$ cat config.mk
export PLATFORM = sky130hd
export DESIGN_NAME = wfts_div
export DESIGN_NICKNAME = d
export VERILOG_FILES = /design/src/wfts_pkg.sv /design/src/wfts_div.sv
export SDC_FILE = /design/constraint.sdc
export NUM_CORES = 1
export LEC_CHECK = 0
export BUFFER_PORTS_ARGS = -buffer_cell sky130_fd_sc_hd__buf_4
export CORE_ASPECT_RATIO = 1.25
export CORE_MARGIN = 2
export CORE_UTILIZATION = 65
export DETAILED_ROUTE_END_ITERATION = 16
export GPL_ROUTABILITY_DRIVEN = 0
export PLACE_DENSITY = 0.85
export SYNTH_ARGS = -nofsm -noshare
export SYNTH_HDL_FRONTEND = slang
export SYNTH_SLANG_ARGS = --single-unit
$ cat constraint.sdc
create_clock -name clk -period 9.1 [get_ports clk]
set_input_delay 1.82 -clock clk [delete_from_list [all_inputs] [get_ports clk]]
set_output_delay 1.82 -clock clk [all_outputs]
set_load 0.03 [all_outputs]
$ cat src/wfts_pkg.sv
package wfts_pkg;

  localparam int TASK_SLOTS_DEF    = 64;
  localparam int VRUNTIME_BITS_DEF = 32;
  localparam int WEIGHT_BITS       = 17;

  localparam logic [7:0] LATENCY_RESET   = 8'd48;
  localparam logic [7:0] MIN_SLICE_RESET = 8'd6;

  typedef enum logic [2:0] {
    ST_UNUSED   = 3'd0,
    ST_SLEEPING = 3'd2,
    ST_RUNNABLE = 3'd3,
    ST_RUNNING  = 3'd4,
    ST_ZOMBIE   = 3'd5
  } task_st_t;

  typedef enum logic [2:0] {
    EV_TICK   = 3'd0,
    EV_CREATE = 3'd1,
    EV_SLEEP  = 3'd2,
    EV_WAKEUP = 3'd3,
    EV_KILL   = 3'd4,
    EV_NICE   = 3'd5,
    EV_EXIT   = 3'd6,
    EV_REAP   = 3'd7
  } ev_kind_t;

  typedef enum logic [2:0] {
    S_IDLE,
    S_GATHER,
    S_MODIFY,
    S_DSTART,
    S_DIV,
    S_APPLY,
    S_FINISH
  } fsm_t;

  localparam logic [1:0] STAT_OK   = 2'd0;
  localparam logic [1:0] STAT_BAD  = 2'd1;
  localparam logic [1:0] STAT_FULL = 2'd2;

  localparam logic CFG_LATENCY   = 1'b0;
  localparam logic CFG_MIN_SLICE = 1'b1;

  typedef struct packed {
    task_st_t          state;
    logic signed [5:0] nice;
    logic              killed;
    logic [15:0]       chan;
  } slot_meta_t;

  localparam logic [WEIGHT_BITS-1:0] WEIGHT_TABLE [40] = '{
    17'd88761, 17'd71755, 17'd56483, 17'd46273, 17'd36291,
    17'd29154, 17'd23254, 17'd18705, 17'd14949, 17'd11916,
    17'd9548,  17'd7620,  17'd6100,  17'd4904,  17'd3906,
    17'd3121,  17'd2501,  17'd1991,  17'd1586,  17'd1277,
    17'd1024,  17'd820,   17'd655,   17'd526,   17'd423,
    17'd335,   17'd272,   17'd215,   17'd172,   17'd137,
    17'd110,   17'd87,    17'd70,    17'd56,    17'd45,
    17'd36,    17'd29,    17'd23,    17'd18,    17'd15
  };

  function automatic logic [WEIGHT_BITS-1:0] weight_of(input logic signed [5:0] n);
    logic [5:0] ix;
    if (n < -6'sd20) begin
      ix = 6'd0;
    end else if (n > 6'sd19) begin
      ix = 6'd39;
    end else begin
      ix = 6'(n + 6'sd20);
    end
    return WEIGHT_TABLE[ix];
  endfunction

endpackage

$ cat src/wfts_div.sv
module wfts_div #(
  parameter int TW = 24
) (
  input  logic                               clk,
  input  logic                               rst_n,
  input  logic                               start,
  input  logic [7:0]                         lat,
  input  logic [wfts_pkg::WEIGHT_BITS-1:0]   w,
  input  logic [TW-1:0]                      den,
  output logic                               done,
  output logic [7:0]                         quo
);

  localparam int PW = 8 + wfts_pkg::WEIGHT_BITS;
  localparam int DW = TW + 8;

  logic [DW-1:0] rem_r, rem_nxt;
  logic [TW-1:0] den_r;
  logic [2:0]    k_r;
  logic          act_r, done_r;
  logic [7:0]    q_r, q_nxt;
  logic [PW-1:0] prod;
  logic [DW-1:0] shifted;

  assign prod    = PW'(lat) * PW'(w);
  assign shifted = DW'(den_r) << k_r;

  // The quotient never exceeds lat because w is part of den, so eight
  // restoring steps cover it.
  always_comb begin
    rem_nxt = rem_r;
    q_nxt   = q_r;
    if (rem_r >= shifted) begin
      rem_nxt = rem_r - shifted;
      q_nxt[k_r] = 1'b1;
    end
  end

  always_ff @(posedge clk) begin
    if (!rst_n) begin
      act_r  <= 1'b0;
      done_r <= 1'b0;
      k_r    <= 3'd7;
    end else begin
      done_r <= 1'b0;
      if (start) begin
        act_r <= 1'b1;
        k_r   <= 3'd7;
      end else if (act_r) begin
        k_r <= k_r - 3'd1;
        if (k_r == 3'd0) begin
          act_r  <= 1'b0;
          done_r <= 1'b1;
        end
      end
    end
  end

  always_ff @(posedge clk) begin
    if (start) begin
      rem_r <= DW'(prod);
      den_r <= den;
      q_r   <= '0;
    end else if (act_r) begin
      rem_r <= rem_nxt;
      q_r   <= q_nxt;
    end
  end

  assign done = done_r;
  assign quo  = q_r;

endmodule

==> impl_results.md <==
* Status: finished, final reports clean
* First-pass GRT wire length at 36,900 um
* DRC viols at 0
* Cells after synthesis at 1,033
* Async set or reset register ratio after synthesis at 0
* Largest net degree at the start of global routing at 56
* Synth Area per Inst at 9.07 sq um
* FP Rows at between 40 and 50
* Pwr/cell area at 244 nW/um^2
* Syn_nets at 1,254
* R2R Path End: rem_r[19]$_DFFE_PP_
* Crit end category: register
* Non-Filler Instances at 1,249
* Routed via count at 7,570
* Largest family of logic cells by synthesized area: adder cells
* Adder-cell share of the synthesized area at 0.299
* Xor-xnor portion of the synthesized cell area at 0.0383
* Initial Util at 0.659
* Slew margin rel. at 0.237
* Startpoint Class: input pin
* GR Util All Layers at 0.293
* Final hold vios at 0
* Total Power at 2490 uW
* Ys flop type: edfxtp_1
* CP dominant cell by count: fa_1
* Psw at approximately 1100 uW
* Beginning of the worst hold path: rem_r[27]$_SDFFE_PP0P_
* Combinational Power Share at 0.670
* Origin of the critical flop-to-flop path: k_r[0]$_SDFFE_PP1P_
* Mapped Area at roughly 9400 sq um
* Ratio of cells with drive above 1 in the final layout at 0.0952
* Num CTS Buffers at 9
* Top post-synthesis cells by area: fa_1 19%, edfxtp_1 16%, ha_1 10%, and2_1 8.1%, inv_1 4.9%
* Layout fillers at 1,108
* Post_cts resized at 0
* Core ar. at approximately 14,000 sq um
* Critical path data required time at a little over 9 ns
* CTS sink count at 69
* Most frequent cells after synthesis: 122 x inv_1, 121 x and2_1, 91 x fa_1
* Leak at 0.00478 uW
* RSZ-0062 raised after global routing: false
* Min cycle time layout at 6.41 ns
* Post-CTS setup buffers at 0
* Worst hold path cell count at 2
* Setup CP Type: in2reg
* Yosys cell types at between 60 and 70
* Final period utilization at 0.705
* Post-Synth Simple-Gate Area at 0.187
* Hold EP: rem_r[27]$_SDFFE_PP0P_
* Root buffer cell: clkbuf_16
* Hold slack at 0.459 ns
* Worst vdd ir at 169 uV
* Port Buffers at 60
* Internal power at 1340 uW
* CTS Buffer Depth at 2
* CP max-delay cell: fa_1
* Synthesis-stage register bit count at 69
* CTS tree: done
* Full die area at around 15,000 sq um
* Critical Path Fanout Max at 17
* Share of the yosys chip area belonging to registers at 0.200
* Yosys top cell area share at 0.194
* Vias per cell at around 6.1
* Placed cell count at ~1.2k
* Layout net count at ~1.3k
* H-tree levels at 3
* Compound-cell area share of the yosys netlist at 0.147
* Yosys warns at 0
* Worst R2R Setup Slack at 3.97 ns
* Post-synthesis mux area share at 0.0617
* Critical Path AT at ~6.5 ns
* Setup-failing EPs final at 0
* Worst Tran Pin Value at 1.14 ns
* GR Overflow Total at 0
* DRT Wirelength at about 22,000 um
* Pre-Repair DR Iteration Count at 6
* Hold Path Class: reg2reg
* Chip Height at between 100 and 150 um
* Vias in the first global route at about 7.7k
* Clk slew on worst S/H paths at around 0.070 ns
* ANT nets after route at 0
* Hold_buf cts at 0
* Flop pwr share at 0.186
* Final core utilization at 0.716
* Fin Clk Skew at 0.0136 ns
* Horiz. Die Dim at 111 um
* First DRT Iteration DRCs at 575
* Max incr delay on CP at 0.55 ns
* Reg2reg path depth at 12
* Antenna Cells at 0
* Worst skew pair latency at roughly 0.35 ns
* Ordered cell list for the critical path: buf_4 > and2_1 > fa_1 > fa_1 > fa_1 > inv_1 > fa_1 > inv_1 > ha_1 > and3_1 > and3_1 > a41oi_1 > a41oi_1 > o21ai_1 > nand2_1 > a211oi_1 > xor2_1 > a21oi_1
* Post-synth EDFFs at 49
* Switching share of power at 0.462
* Antenna violations before repair at 0
* DR WL/cell at 17.4 um
* Aggregate negative setup slack at 0 ns
* Top-count cell post-synth: inv_1
* Fmax at 156 MHz
* Clock power frac at 0.144
* Maxcap violations at 0
* Post-synth top area cell: fa_1
* Max-slew violation count at 0
* HPWL Detailed at ~17,000 um
* P&R area growth vs syn at 8.72%
* I/O Pins at between 60 and 70
## power groups by stage
stage	Clock (uW)	Sequential, uW	Combinational [uW]
after floorplan	0	451	1310
after global placement	0	463	1580
after detailed placement	0	467	1630
after CTS	358	461	1650
final	359	462	1670
after global routing	370	467	1880
## layout by cell type, fill, tap and decap left out, types with 17 or more instances in the layout
| cell type | n |
|---|---|
| dfxtp_1 | 19 |
| edfxtp_1 | 49 |
| mux2i_1 | 33 |
| buf_4 | 63 |
| ha_1 | 78 |
| xnor2_1 | 24 |
| nand2_1 | 74 |
| nor2_1 | 51 |
| inv_1 | 122 |
| nand3_1 | 19 |
| and2_1 | 121 |
| xor2_1 | 17 |
| a21oi_1 | 65 |
| o21ai_0 | 38 |
| fa_1 | 91 |
## registers in the layout, summed over array words and instances (netlist names)
register / cells
rem_r: 32
act_r: 1
done: 1
quo: 8
den_r: 24
k_r: 3
## per-layer routing
| metal | vias to the layer above | part of all wire | GRT usage | wire length [um] |
|---|---|---|---|---|
| li1 | 3588 | - | - | - |
| met1 | 3631 | 0.40 | 0.350 | 8630 |
| met2 | 271 | 0.51 | 0.522 | 11100 |
| met3 | 80 | 0.045 | 0.0368 | 971 |
| met4 | 0 | 0.048 | 0.141 | 1040 |
| met5 | - | 0 | 0 | 0 |
## through the flow
step / setup WS (ns) / cell area (sq um)
4_1_cts: 2.68 / 10200
3_3_place_gp: 2.52 / 9900
2_1_floorplan: 2.75 / 9370
3_5_place_dp: 2.35 / 9900
5_1_grt: 2.40 / 10200
6_report: 2.69 / 10200
## kinds of logic after synthesis
kind of cell               after synthesis
xor gates and xnor gates                41
muxes                                   45
buffers and inverters                  164
AOI/OAI and AO/OA                      212
and+or+nand+nor                        333
adders and majority gates              169
DFF                                     69
## worst max-delay path, delay by kind of cell
| kind | cells | cell delay (ns) |
|---|---|---|
| xor gates and xnor gates | 1 | 0.20 |
| AOI/OAI and AO/OA | 5 | 1.03 |
| and+or+nand+nor | 4 | 0.71 |
| buffers and inverters | 3 | 0.27 |
| adders and majority gates | 5 | 2.44 |
## how the worst max path moves through the flow
stage | endpoint | cells after the start | start
after detailed placement | rem_r[23]$_DFFE_PP_ | 18 | lat[7]
after CTS | rem_r[23]$_DFFE_PP_ | 18 | lat[7]
final | rem_r[23]$_DFFE_PP_ | 18 | lat[7]
after global placement | rem_r[23]$_DFFE_PP_ | 18 | lat[7]
after global routing | rem_r[23]$_DFFE_PP_ | 18 | lat[7]
after floorplan | rem_r[23]$_DFFE_PP_ | 18 | lat[7]
## area by class of cell
type	instances	area, sq um	share of cell area
clock inverter	6	62.6	0.00614
sequential	69	1870	0.184
clock buffer	10	229	0.0225
multi-input combinational	800	6870	0.674
inverter	123	462	0.0453
tap	178	223	0.0219
timing repair buffer	63	473	0.0464
(Power assumes the default switching activity.)
