--- src/wfts_pkg.sv ---
package wfts_pkg;

  localparam int TASK_SLOTS_DEF    = 64;
  localparam int VRUNTIME_BITS_DEF = 32;
  localparam int WEIGHT_BITS       = 17;

  localparam logic [7:0] LATENCY_RESET   = 8'd48;
  localparam logic [7:0] MIN_SLICE_RESET = 8'd6;

  typedef enum logic [2:0] {
    ST_UNUSED   = 3'd0,
    ST_SLEEPING = 3'd2,
    ST_RUNNABLE = 3'd3,
    ST_RUNNING  = 3'd4,
    ST_ZOMBIE   = 3'd5
  } task_st_t;

  typedef enum logic [2:0] {
    EV_TICK   = 3'd0,
    EV_CREATE = 3'd1,
    EV_SLEEP  = 3'd2,
    EV_WAKEUP = 3'd3,
    EV_KILL   = 3'd4,
    EV_NICE   = 3'd5,
    EV_EXIT   = 3'd6,
    EV_REAP   = 3'd7
  } ev_kind_t;

  typedef enum logic [2:0] {
    S_IDLE,
    S_GATHER,
    S_MODIFY,
    S_DSTART,
    S_DIV,
    S_APPLY,
    S_FINISH
  } fsm_t;

  localparam logic [1:0] STAT_OK   = 2'd0;
  localparam logic [1:0] STAT_BAD  = 2'd1;
  localparam logic [1:0] STAT_FULL = 2'd2;

  localparam logic CFG_LATENCY   = 1'b0;
  localparam logic CFG_MIN_SLICE = 1'b1;

  typedef struct packed {
    task_st_t          state;
    logic signed [5:0] nice;
    logic              killed;
    logic [15:0]       chan;
  } slot_meta_t;

  localparam logic [WEIGHT_BITS-1:0] WEIGHT_TABLE [40] = '{
    17'd88761, 17'd71755, 17'd56483, 17'd46273, 17'd36291,
    17'd29154, 17'd23254, 17'd18705, 17'd14949, 17'd11916,
    17'd9548,  17'd7620,  17'd6100,  17'd4904,  17'd3906,
    17'd3121,  17'd2501,  17'd1991,  17'd1586,  17'd1277,
    17'd1024,  17'd820,   17'd655,   17'd526,   17'd423,
    17'd335,   17'd272,   17'd215,   17'd172,   17'd137,
    17'd110,   17'd87,    17'd70,    17'd56,    17'd45,
    17'd36,    17'd29,    17'd23,    17'd18,    17'd15
  };

  function automatic logic [WEIGHT_BITS-1:0] weight_of(input logic signed [5:0] n);
    logic [5:0] ix;
    if (n < -6'sd20) begin
      ix = 6'd0;
    end else if (n > 6'sd19) begin
      ix = 6'd39;
    end else begin
      ix = 6'(n + 6'sd20);
    end
    return WEIGHT_TABLE[ix];
  endfunction

endpackage

--- src/wfts_cell.sv ---
module wfts_cell #(
  parameter int IW       = 6,
  parameter int VB       = 32,
  parameter int CELL_IDX = 0
) (
  input  logic                clk,
  input  logic                rst_n,
  input  logic [IW-1:0]       idx_in,
  input  logic [VB-1:0]       vr_in,
  input  wfts_pkg::slot_meta_t meta_in,
  output logic [IW-1:0]       idx_out,
  output logic [VB-1:0]       vr_out,
  output wfts_pkg::slot_meta_t meta_out
);

  logic [IW-1:0]        idx_r;
  logic [VB-1:0]        vr_r;
  wfts_pkg::slot_meta_t meta_r;

  // The ring advances every cycle; after reset cell i holds slot i.
  always_ff @(posedge clk) begin
    if (!rst_n) begin
      idx_r         <= IW'(CELL_IDX);
      vr_r          <= '0;
      meta_r.state  <= (CELL_IDX == 0) ? wfts_pkg::ST_RUNNING : wfts_pkg::ST_UNUSED;
      meta_r.nice   <= '0;
      meta_r.killed <= 1'b0;
      meta_r.chan   <= '0;
    end else begin
      idx_r  <= idx_in;
      vr_r   <= vr_in;
      meta_r <= meta_in;
    end
  end

  assign idx_out  = idx_r;
  assign vr_out   = vr_r;
  assign meta_out = meta_r;

endmodule

--- config.mk ---
export PLATFORM = sky130hd
export DESIGN_NAME = wfts_cell
export DESIGN_NICKNAME = d
export VERILOG_FILES = /design/src/wfts_pkg.sv /design/src/wfts_cell.sv
export SDC_FILE = /design/constraint.sdc
export NUM_CORES = 1
export LEC_CHECK = 0
export ABC_AREA = 1
export ABC_CLOCK_PERIOD_IN_PS = 1200
export BUFFER_PORTS_ARGS = -buffer_cell sky130_fd_sc_hd__buf_2
export CORE_MARGIN = 3
export CORE_UTILIZATION = 30
export DETAILED_ROUTE_END_ITERATION = 6
export GPL_TIMING_DRIVEN = 1
export PLACE_DENSITY_LB_ADDON = 0.15
export SYNTH_ARGS = -nofsm -noshare
export SYNTH_HDL_FRONTEND = slang
export SYNTH_SLANG_ARGS = --single-unit
export TNS_END_PERCENT = 30
--- constraint.sdc ---
create_clock -name clk -period 1.2 [get_ports clk]
set_clock_uncertainty 0.2 [all_clocks]
set_input_delay 0 -clock clk [delete_from_list [all_inputs] [get_ports clk]]
set_output_delay 0 -clock clk [all_outputs]
set_load 0.03 [all_outputs]
==> impl_summary.txt, run 1 <==
----------------------------------------------------
[Status]
  Run status ... completed

[Finish]
  Fill cell total of the finished layout ... about 520
  Layout cells sized above 1 ... a little over a third
  Final standard cell utilization of the core ... between 50% and 60%
  Number of nets at the end of the flow ... roughly 460
  Area occupied by registers ... 1281 sq um
  Area growth from synthesis to layout ... 83.96%
  Number of standard cells in the layout, taps in and fillers out ... about 480
  Number of antenna diodes ... 0
  Area of the multi-input gates ... between 200 and 250 sq um

[Synth]
  Cell accounting for the most synthesized area ... dfxtp_1
  Predominant post-synthesis flop cell ... dfxtp_1
  Async set-or-reset flop fraction in the synthesized netlist ... 0%
  Average size of a mapped cell ... between 9 and 10 sq um
  Part of the Yosys area used for sequential elements ... 69.61%
  Register bit count reported by yosys ... 64
  Portion of synthesized cell area occupied by the leading cell type ... a little over two thirds
  Top cells by instance count after synthesis ... dfxtp_1 (64), inv_1 (64), nand2_1 (64)
  Number of warnings issued by yosys ... 0
  Synthesized cell area ... 1841 sq um
  Cell count after synthesis ... ~200
  Number of library cell types mapped by synthesis ... 4
  Post-synth EDFFs ... 0
  Net count after synthesis ... between 200 and 300
  Most area-consuming cells after synthesis ... dfxtp_1 (70%), inv_1 (13%), nand2_1 (13%)

[Detailed routing]
  Detail-routed net length per standard cell ... ~9.9 um
  Post-detailed-route count of antenna-violating nets ... 0
  Drt first-iter violations ... 25
  Total number of vias ... approximately 1700
  Aggregate routed wire length ... 4.684 mm
  Detailed-route DRC error count ... 0
  DR pass1 iterations ... 4
  Number of vias per cell ... about 3.7

[Run]
  Max Cap Violations ... 0

[Die]
  Core region area ... around 5700 sq um
  Placement Rows ... 27
  Starting density of the core ... 32.24%
  Die outline width ... 84.33 um
  Die Outline Area ... between 7000 and 8000 sq um
  Vertical die dimension ... ~84 um
  Ports placed on the boundary ... 130

[Setup path]
  Signal arrival time at the worst endpoint ... approximately 0.84 ns
  CP Data Required Time ... 1.00 ns
  Crit Path Max Fanout ... 1
  Largest delay contributor family on the critical path ... flip-flops
  Type of the setup path with the least slack ... reg2out
  Critical path buffers and inverters ... 1
  Type of element capturing the critical path ... output pin
  Kind of launch point of the worst setup path ... flip-flop
  Cells along the critical path ... buf_2
  Critical-path top delay cell ... dfxtp_1
  Max incr delay on CP ... between 0.3 and 0.4 ns

[Timing]
  Number of hold violations in the final report ... 0
  Worst Hold Margin ... between 0.15 and 0.2 ns
  Max transition margin ... between 80% and 90%
  Final-layout setup total negative slack ... 0 ns
  Unrepaired setup endpoints after global routing ... false
  Pins over their slew limit ... 0
  Maximum clock frequency ... 0.9610 GHz
  Setup Viol. Count Final ... 0
  Period utilisation layout ... between 80% and 90%
  Worst-Margin Slew ... 0.2692 ns
  Least setup slack across all paths after layout ... 0.1594 ns
  Min Tclk post-route ... roughly 1.0 ns

[Clock tree]
  Number of buffers inserted during clock tree synthesis ... 9
  Total clock sinks ... 64
  Setup bufs post-CTS ... 0
  Clock root buffer ... clkbuf_8
  Largest buffer count on any clock path ... 2
  Clock-pin slew on the worst setup and hold paths ... 0.07 ns
  Count of H-tree levels built during CTS ... 3
  CTS tree ... yes

[Power and ir drop]
  Total power per unit cell area ... about 1500 nW/um^2
  Leakage ... roughly 0.0021 uW
  IR Drop Worst-Case VDD ... between 0.8 and 0.9 mV

[GRT]
  Total global routing track utilization ... between 10% and 20%
  Pin count of the biggest net entering global routing ... 65
  Vias in the first global route ... around 1600
  Overflow left after global routing ... 0
  Initial antenna violation count ... 0
  Wire length of the first global-routing pass ... about 7.4 mm

[Place]
  HPWL after detailed placement ... roughly 2.9 mm
  Pre-CTS WS ... 0.4095 ns
  Final RePlAce weighted congestion ... 0.6589
  Total placed cells including tap cells ... 394
  Input/output buffers ... 129

[Hold path]
  Worst-case hold path end point ... meta_out[25]
  Hold Crit Start ... meta_in[25]
  Number of instances on the worst hold path ... 4
  Hold crit path type ... in2reg

----------------------------------------------------
==> cell families (layout without fill, tap and decap cells) <==
kind of cell | after synthesis | count (layout) | share of synthesized area [%]
buf+inv | 71 | 275 | 17.34
flops | 64 | 64 | 69.61
simple gates | 64 | 64 | 13.05
==> registers in the layout, indices dropped and copies added (netlist names) <==
signal	flops
meta_out	26
vr_out	32
idx_out	6
==> report_power, final <==
part           switching, uW  leakage (uW)  total (uW)  internal [uW]
Clock                    748      0.000113        1930           1180
Combinational            409       0.00148         738            328
Sequential              24.5      0.000533        2260           2240
Total                   1180       0.00212        4930           3750
==> through the flow <==
step	power (uW)	instance area (sq um)
2_1_floorplan	2669	1841
3_3_place_gp	2881	2517
3_5_place_dp	2886	2517
4_1_cts	5012	3386
5_1_grt	5189	3386
6_report	4934	3386
==> how the worst max path moves through the flow <==
stage,cells after the start,start,end
global route,1,vr_out[18],vr_out[18]
finish,1,meta_out[17],meta_out[17]
CTS,1,vr_out[4],vr_out[4]
detailed placement,4,rst_n,meta_out[22]
floorplan,0,idx_out[0],idx_out[0]
global placement,4,rst_n,idx_out[5]
==> cells in the final DEF (no fill, tap or decap), drive strengths merged <==
master / netlist / routed
buf: 7 / 130
bufinv: 0 / 1
clkbuf: 0 / 14
clkinv: 0 / 1
dfxtp: 64 / 64
dlygate4sd3: 0 / 65
inv: 64 / 64
nand2: 64 / 64
==> what timing repair did <==
action | in CTS | in global routing
gates resized for setup | 0 | 0
hold endpoints to repair | 64 | 0
hold buffers | 65 | 0
==> metal layers <==
metal | wire [um] | vias up | global-route usage [%]
met3 | 478 | 6 | 5.397
met4 | 55 | 0 | 6.579
met1 | 1963 | 722 | 15.39
met2 | 2187 | 83 | 20.80
li1 | - | 928 | -
met5 | 0 | - | 0
==> final cells by class <==
class                   instances  area share [%]
inverters                      64           7.095
clock inverters                 2           1.035
flip-flops and latches         64           37.84
repair buffers                195           38.88
multi-input cells              64           7.095
clock buffers                  14           5.395
well taps                      72           2.661
No activity file was read; power rests on OpenSTA's default activity.
==> inputs of run 2 (changes only) <==
--- a/config.mk
+++ b/config.mk
@@ -5,7 +5,6 @@
 export SDC_FILE = /design/constraint.sdc
 export NUM_CORES = 1
 export LEC_CHECK = 0
-export ABC_AREA = 1
 export ABC_CLOCK_PERIOD_IN_PS = 1200
 export BUFFER_PORTS_ARGS = -buffer_cell sky130_fd_sc_hd__buf_2
 export CORE_MARGIN = 3
==> run 2 against run 1 <==
  * Via count down 9.2%
  * Combinational power up 0.7%
  * First-iteration DRC count up 28%
  * Final cell count down 14%
  * Die area down 2.5%
  * Setup slack worse by 0.049 ns
  * Fmax down 4.5%
  * Cell area down 1.5%
  * Global-route usage up 2.4 points
  * Largest power group unchanged
  * Synthesized area down 2.7%
  * Worst hold slack better by 0.020 ns
==> impl_summary.txt, run 2 <==
----------------------------------------------------
[Synth]
  Cell count after synthesis ... 134 (-33%)
  Synthesized cell area ... 1792 sq um (-2.7%)
  Most repeated cell in the gate-level netlist after synthesis ... dfxtp_1
  Portion of synthesized cell area occupied by the leading cell type ... 71.51% (+1.9 points)
  Net count after synthesis ... 200 (-25%)
  Part of the Yosys area used for sequential elements ... 71.51% (+1.9 points)
  Cell accounting for the most synthesized area ... dfxtp_1
  Post-synth EDFFs ... 0 (unchanged)
  Register bit count reported by yosys ... 64 (unchanged)
  Number of warnings issued by yosys ... 0 (unchanged)
  Top cells by instance count after synthesis ... dfxtp_1 (64), and2_2 (63), clkbuf_2 (6)
  Predominant post-synthesis flop cell ... dfxtp_1
  Most area-consuming cells after synthesis ... dfxtp_1 (72%), and2_2 (26%), clkbuf_2 (1.7%)
  Number of library cell types mapped by synthesis ... 4 (unchanged)
  Async set-or-reset flop fraction in the synthesized netlist ... 0% (unchanged)
  Average size of a mapped cell ... 13.37 sq um (+45%)

[Timing]
  Maximum clock frequency ... 0.9178 GHz (-4.5%)
  Final-layout setup total negative slack ... 0 ns (unchanged)
  Worst-Margin Slew ... 0.1977 ns (-0.07147 ns)
  Worst Hold Margin ... 0.1989 ns (+0.01997 ns)
  Min Tclk post-route ... 1.090 ns (+0.04901 ns)
  Max transition margin ... 86.82% (+4.8 points)
  Unrepaired setup endpoints after global routing ... false
  Pins over their slew limit ... 0 (unchanged)
  Period utilisation layout ... 90.80% (+4.1 points)
  Number of hold violations in the final report ... 0 (unchanged)
  Setup Viol. Count Final ... 0 (unchanged)

[Setup path]
  CP Data Required Time ... 1.22 ns (+0.22 ns)
  Type of the setup path with the least slack ... in2reg
  Signal arrival time at the worst endpoint ... 1.11 ns (+0.27 ns)
  Type of element capturing the critical path ... flip-flop
  Kind of launch point of the worst setup path ... primary input
  Crit Path Max Fanout ... 64 (+63)

[Finish]
  Number of standard cells in the layout, taps in and fillers out ... 410 (-14%)
  Leading cell type in the layout, fill and taps excluded ... buf_2
  Leading cell types in the layout, fill and taps excluded ... buf_2 (129), dlygate4sd3_1 (65), dfxtp_1 (64)
  Flip-flop count of the largest register after layout ... 32 (unchanged)
  Area growth from synthesis to layout ... 86.10%
  Fill cell total of the finished layout ... 510 (-0.97%)
  Layout cells sized above 1 ... 60.36% (+24 points)
  Number of antenna diodes ... 0 (unchanged)
  Number of nets at the end of the flow ... 400 (-14%)

[Detailed routing]
  DR pass1 iterations ... 4 (unchanged)
  Aggregate routed wire length ... 5.126 mm (+9.4%)
  Total number of vias ... 1579 (-9.2%)
  Drt first-iter violations ... 32 (+28%)
  Number of vias per cell ... 3.851 (+5.2%)
  Post-detailed-route count of antenna-violating nets ... 0 (unchanged)
  Detailed-route DRC error count ... 0 (unchanged)
  Detail-routed net length per standard cell ... 12.50 um (+27%)

[Clock tree]
  Setup bufs post-CTS ... 0 (unchanged)
  Total clock sinks ... 64 (unchanged)
  Post-CTS Hold Buffers ... 65 (unchanged)
  Clock root buffer ... clkbuf_8
  Largest buffer count on any clock path ... 2 (unchanged)
  Number of buffers inserted during clock tree synthesis ... 9 (unchanged)
  Post-CTS resize count ... 0 (unchanged)
  Clock-pin slew on the worst setup and hold paths ... 0.06 ns (about the same)
  CTS tree ... yes
  Count of H-tree levels built during CTS ... 3 (unchanged)

[Status]
  Run status ... completed

[Place]
  Final RePlAce weighted congestion ... 0.6457 (-2.0%)
  Total placed cells including tap cells ... 330 (-16%)
  HPWL after detailed placement ... 3.113 mm (+9.2%)
  Input/output buffers ... 129 (unchanged)

[GRT]
  Wire length of the first global-routing pass ... 8.266 mm (+12%)
  Overflow left after global routing ... 0 (unchanged)
  Pin count of the biggest net entering global routing ... 65 (unchanged)
  Initial antenna violation count ... 0 (unchanged)
  Vias in the first global route ... 1790 (+11%)
  Total global routing track utilization ... 15.53% (+2.4 points)

[Run]
  Max Cap Violations ... 0 (unchanged)

[Power and ir drop]
  Total power per unit cell area ... 1374 nW/um^2 (-5.7%)
  IR Drop Worst-Case VDD ... 0.6437 mV (-22%)
  Leakage ... 0.001673 uW (-21%)

[Die]
  Core region area ... 5642 sq um (-1.2%)
  Vertical die dimension ... 83.28 um (-1.2%)
  Die Outline Area ... 6936 sq um (-2.5%)
  Ports placed on the boundary ... 130 (unchanged)
  Placement Rows ... 27 (unchanged)
  Starting density of the core ... 31.76% (-0.48 points)
  Die outline width ... 83.28 um (-1.2%)

[Hold path]
  Hold crit path type ... in2reg

----------------------------------------------------
==> run 2: changes by cell type in the layout (fill, tap and decap cells not counted), moves of 2 or more <==
cell | previous run | this run
clkbuf_1 | 1 | 4
inv_1 | 64 | 0
and2_2 | 0 | 63
clkbuf_8 | 13 | 11
nand2_1 | 64 | 0
==> run 2: worst paths after layout <==
path	from	end	cells after the start
hold / removal	meta_in[25]	meta_out[25]	3
setup / recovery	rst_n	meta_out[25]	4
==> run 2: final cells by class <==
cell class	instances	area (sq um)	area share, %
Sequential cell	64	1281	38.42
Multi-Input combinational cell	64	480.5	14.41
Timing Repair Buffer	195	1316	39.47
Tap cell	72	90.09	2.702
Clock buffer	15	166.4	4.991
==> run 2: power breakdown <==
group	switching [uW]	internal, uW	total, uW
Clock	716	855	1570
Combinational	375	367	743
Sequential	26.6	2240	2270
==> run 2: kinds of logic (layout without fill, tap and decap cells) <==
kind of cell | after synthesis | count (layout) | synth area share [%]
buf+inv | 6 | 210 | 1.676
flops | 64 | 64 | 71.51
simple gates | 64 | 64 | 26.82
==> run 2: stage by stage <==
stage          area (sq um)  worst slack, ns  total power (uW)  utilization (%)
6_report               3334           0.1104              4581            59.10
5_1_grt                3334          0.07982              4788            59.10
4_1_cts                3334           0.1350              4644            59.10
3_5_place_dp           2517           0.3068              2891            44.62
3_3_place_gp           2517           0.3089              2885            44.62
2_1_floorplan          1792           0.5407              2658                -
==> run 2: worst max-delay path: stages <==
cell and delay [ns]:
dlygate4sd3_1 0.53, buf_2 0.12, buf_12 0.21, or2b_1 0.24
==> run 2: metal layers <==
metal  up-vias  part of all wire (%)  GRT usage (%)
li1        800                     -              -
met1       686                    35          14.04
met2        76                    54          28.57
met3        17                   7.8          5.754
met4         0                   3.4          10.25
met5         -                     0              0
==> inputs of run 3 (changes only) <==
--- a/config.mk
+++ b/config.mk
@@ -11,7 +11,6 @@
 export CORE_UTILIZATION = 30
 export DETAILED_ROUTE_END_ITERATION = 6
 export GPL_TIMING_DRIVEN = 1
-export PLACE_DENSITY_LB_ADDON = 0.15
 export SYNTH_ARGS = -nofsm -noshare
 export SYNTH_HDL_FRONTEND = slang
 export SYNTH_SLANG_ARGS = --single-unit
==> run 3 against run 2 <==
  * First-iteration DRC count down 3.1%
  * Clock power is 5% lower
  * Final cell count is 0.24% higher
  * Fmax decreased by 1.3%
  * Sequential power barely moved
  * Sequential share of layout area up 0.12 points
  * Core utilization shrank 0.18 points
  * Total power is 1.6% lower
  * Via count increased by 1.3%
  * Combinational power up 0.8%
  * Clock-buffer cell count down 4
==> impl_summary.txt, run 3 (synthesis results as in run 2) <==
----------------------------------------------------
[Status]
  Run status ... completed

[Finish]
  Number of nets at the end of the flow ... 401 (+0.25%)
  Number of antenna diodes ... 0 (unchanged)
  Area growth from synthesis to layout ... 85.54%
  Flip-flop count of the largest register after layout ... 32 (unchanged)
  Number of standard cells in the layout, taps in and fillers out ... 411 (+0.24%)
  Leading cell type in the layout, fill and taps excluded ... buf_2
  Layout cells sized above 1 ... 61.06% (+0.71 points)
  Fill cell total of the finished layout ... 470 (-7.8%)
  Leading cell types in the layout, fill and taps excluded ... buf_2 (129), dlygate4sd3_1 (65), dfxtp_1 (64)

[Detailed routing]
  Total number of vias ... 1599 (+1.3%)
  Drt first-iter violations ... 31 (-3.1%)
  Detail-routed net length per standard cell ... 13.42 um (+7.4%)
  Detailed-route DRC error count ... 0 (unchanged)
  DR pass1 iterations ... 2 (-2)
  Number of vias per cell ... 3.891 (+1.0%)
  Post-detailed-route count of antenna-violating nets ... 0 (unchanged)
  Aggregate routed wire length ... 5.517 mm (+7.6%)

[Die]
  Die outline width ... 83.28 um (unchanged)
  Die Outline Area ... 6936 sq um (unchanged)
  Vertical die dimension ... 83.28 um (unchanged)
  Placement Rows ... 27 (unchanged)
  Ports placed on the boundary ... 130 (unchanged)
  Core region area ... 5642 sq um (unchanged)
  Starting density of the core ... 31.76% (unchanged)

[Timing]
  Min Tclk post-route ... 1.104 ns (+0.01472 ns)
  Final-layout setup total negative slack ... 0 ns (unchanged)
  Period utilisation layout ... 92.03% (+1.2 points)
  Max transition margin ... 83.91% (-2.9 points)
  Number of hold violations in the final report ... 0 (unchanged)
  Maximum clock frequency ... 0.9055 GHz (-1.3%)
  Worst-Margin Slew ... 0.2414 ns (+0.04370 ns)
  Pins over their slew limit ... 0 (unchanged)
  Unrepaired setup endpoints after global routing ... false
  Setup Viol. Count Final ... 0 (unchanged)

[Power and ir drop]
  Power Internal ... 3334 uW (-3.7%)
  PnR Total Power ... 4509 uW (-1.6%)
  Total power per unit cell area ... 1356 nW/um^2 (-1.3%)
  Switch Pwr ... 1174 uW (+5.0%)
  IR Drop Worst-Case VDD ... 0.6167 mV (-4.2%)
  Proportion of power drawn by combinational gates ... 16.6% (+0.4 points)
  Switching power as a share of total power ... 26.05% (+1.6 points)
  Sequential share of power ... 50.2% (+0.7 points)
  Leakage ... 0.001671 uW (-0.13%)
  Clock power frac ... 33.1% (-1.2 points)

[Clock tree]
  Total clock sinks ... 64 (unchanged)
  Largest buffer count on any clock path ... 2 (unchanged)
  Number of buffers inserted during clock tree synthesis ... 9 (unchanged)
  Count of H-tree levels built during CTS ... 3 (unchanged)
  Clock root buffer ... clkbuf_8
  CTS tree ... yes
  Setup bufs post-CTS ... 0 (unchanged)
  Clock-pin slew on the worst setup and hold paths ... 0.07 ns (about the same)

[Setup path]
  Type of the setup path with the least slack ... in2reg
  Max incr delay on CP ... 0.54 ns (about the same)
  Signal arrival time at the worst endpoint ... 1.13 ns (+0.02 ns)
  Cells along the critical path ... dlygate4sd3_1 > buf_2 > buf_6 > and2_2
  Crit Path Max Fanout ... 26 (-59%)
  Type of element capturing the critical path ... flip-flop
  Critical-path top delay cell ... dlygate4sd3_1
  CP Data Required Time ... 1.22 ns (about the same)
  Kind of launch point of the worst setup path ... primary input

[Place]
  Input/output buffers ... 129 (unchanged)
  Total placed cells including tap cells ... 331 (+0.30%)
  Final RePlAce weighted congestion ... 0.7090 (+9.8%)

[Run]
  Max Cap Violations ... 0 (unchanged)

[GRT]
  Total global routing track utilization ... 16.40% (+0.86 points)
  Wire length of the first global-routing pass ... 8.756 mm (+5.9%)
  Pin count of the biggest net entering global routing ... 27 (-58%)
  Initial antenna violation count ... 0 (unchanged)
  Vias in the first global route ... 1797 (+0.39%)
  Overflow left after global routing ... 0 (unchanged)

[Hold path]
  Hold crit path type ... in2reg

----------------------------------------------------
[run 3: changes by cell type in the layout (fill, tap and decap cells not counted), sizes merged]
cell      before  now
clkbuf        15   11
clkinv         0    3
buf          130  131
clkinvlp       0    1
[run 3: worst paths after layout]
| path | from | to | slack (ns) | cells past startpoint |
|---|---|---|---|---|
| worst min-delay path | meta_in[25] | meta_out[25] | 0.20 | 3 |
| worst max-delay path | rst_n | meta_out[7] | 0.1 | 4 |
[run 3: power groups by stage]
stage	sequential, uW	combinational, uW	clock (uW)
after floorplan	2550	109	0
after global placement	2310	573	0
after detailed placement	2310	574	0
after CTS	2260	740	1570
after global routing	2280	799	1640
final	2270	749	1490
[run 3: per-layer routing]
layer	track usage [%]	routed length, um	share of wire, %	vias up
li1	-	-	-	801
met2	30.47	2973	54	84
met4	10.25	140	2.5	0
met3	4.167	391	7.1	14
met5	0	0	0	-
met1	15.99	2011	36	700
[run 3: through the flow]
| stage | hold WS (ns) | setup slack (ns) | area [sq um] | util [%] |
|---|---|---|---|---|
| global placement | -0.01357 | 0.2544 | 2512 | 44.53 |
| CTS | 0.1909 | 0.05596 | 3317 | 58.79 |
| detailed placement | -0.01540 | 0.2523 | 2512 | 44.53 |
| global route | 0.2196 | 0.03350 | 3324 | 58.93 |
| floorplan | -0.1036 | 0.5407 | 1792 | - |
| finish | 0.2002 | 0.09568 | 3324 | 58.93 |
[run 3: worst max-delay path: cells and delay by family]
| kind | cells | cell delay, ns |
|---|---|---|
| buffers and inverters | 3 | 0.94 |
| AND/OR/NAND/NOR | 1 | 0.18 |
[run 3: layout make-up]
class                   instances  area, sq um  share of cell area, %
repair buffers                196         1319                  39.67
flip-flops and latches         64         1281                  38.54
multi-input cells              64        480.5                  14.45
clock buffers                  11        131.4                  3.952
well taps                      72        90.09                  2.710
clock inverters                 4        22.52                 0.6775
[run 3: repair_timing]
item                       4_1_cts  5_1_grt
hold endpoints to repair        64        0
hold buffers                    65        0
setup endpoints to repair        0       30
gates resized for setup          0        2
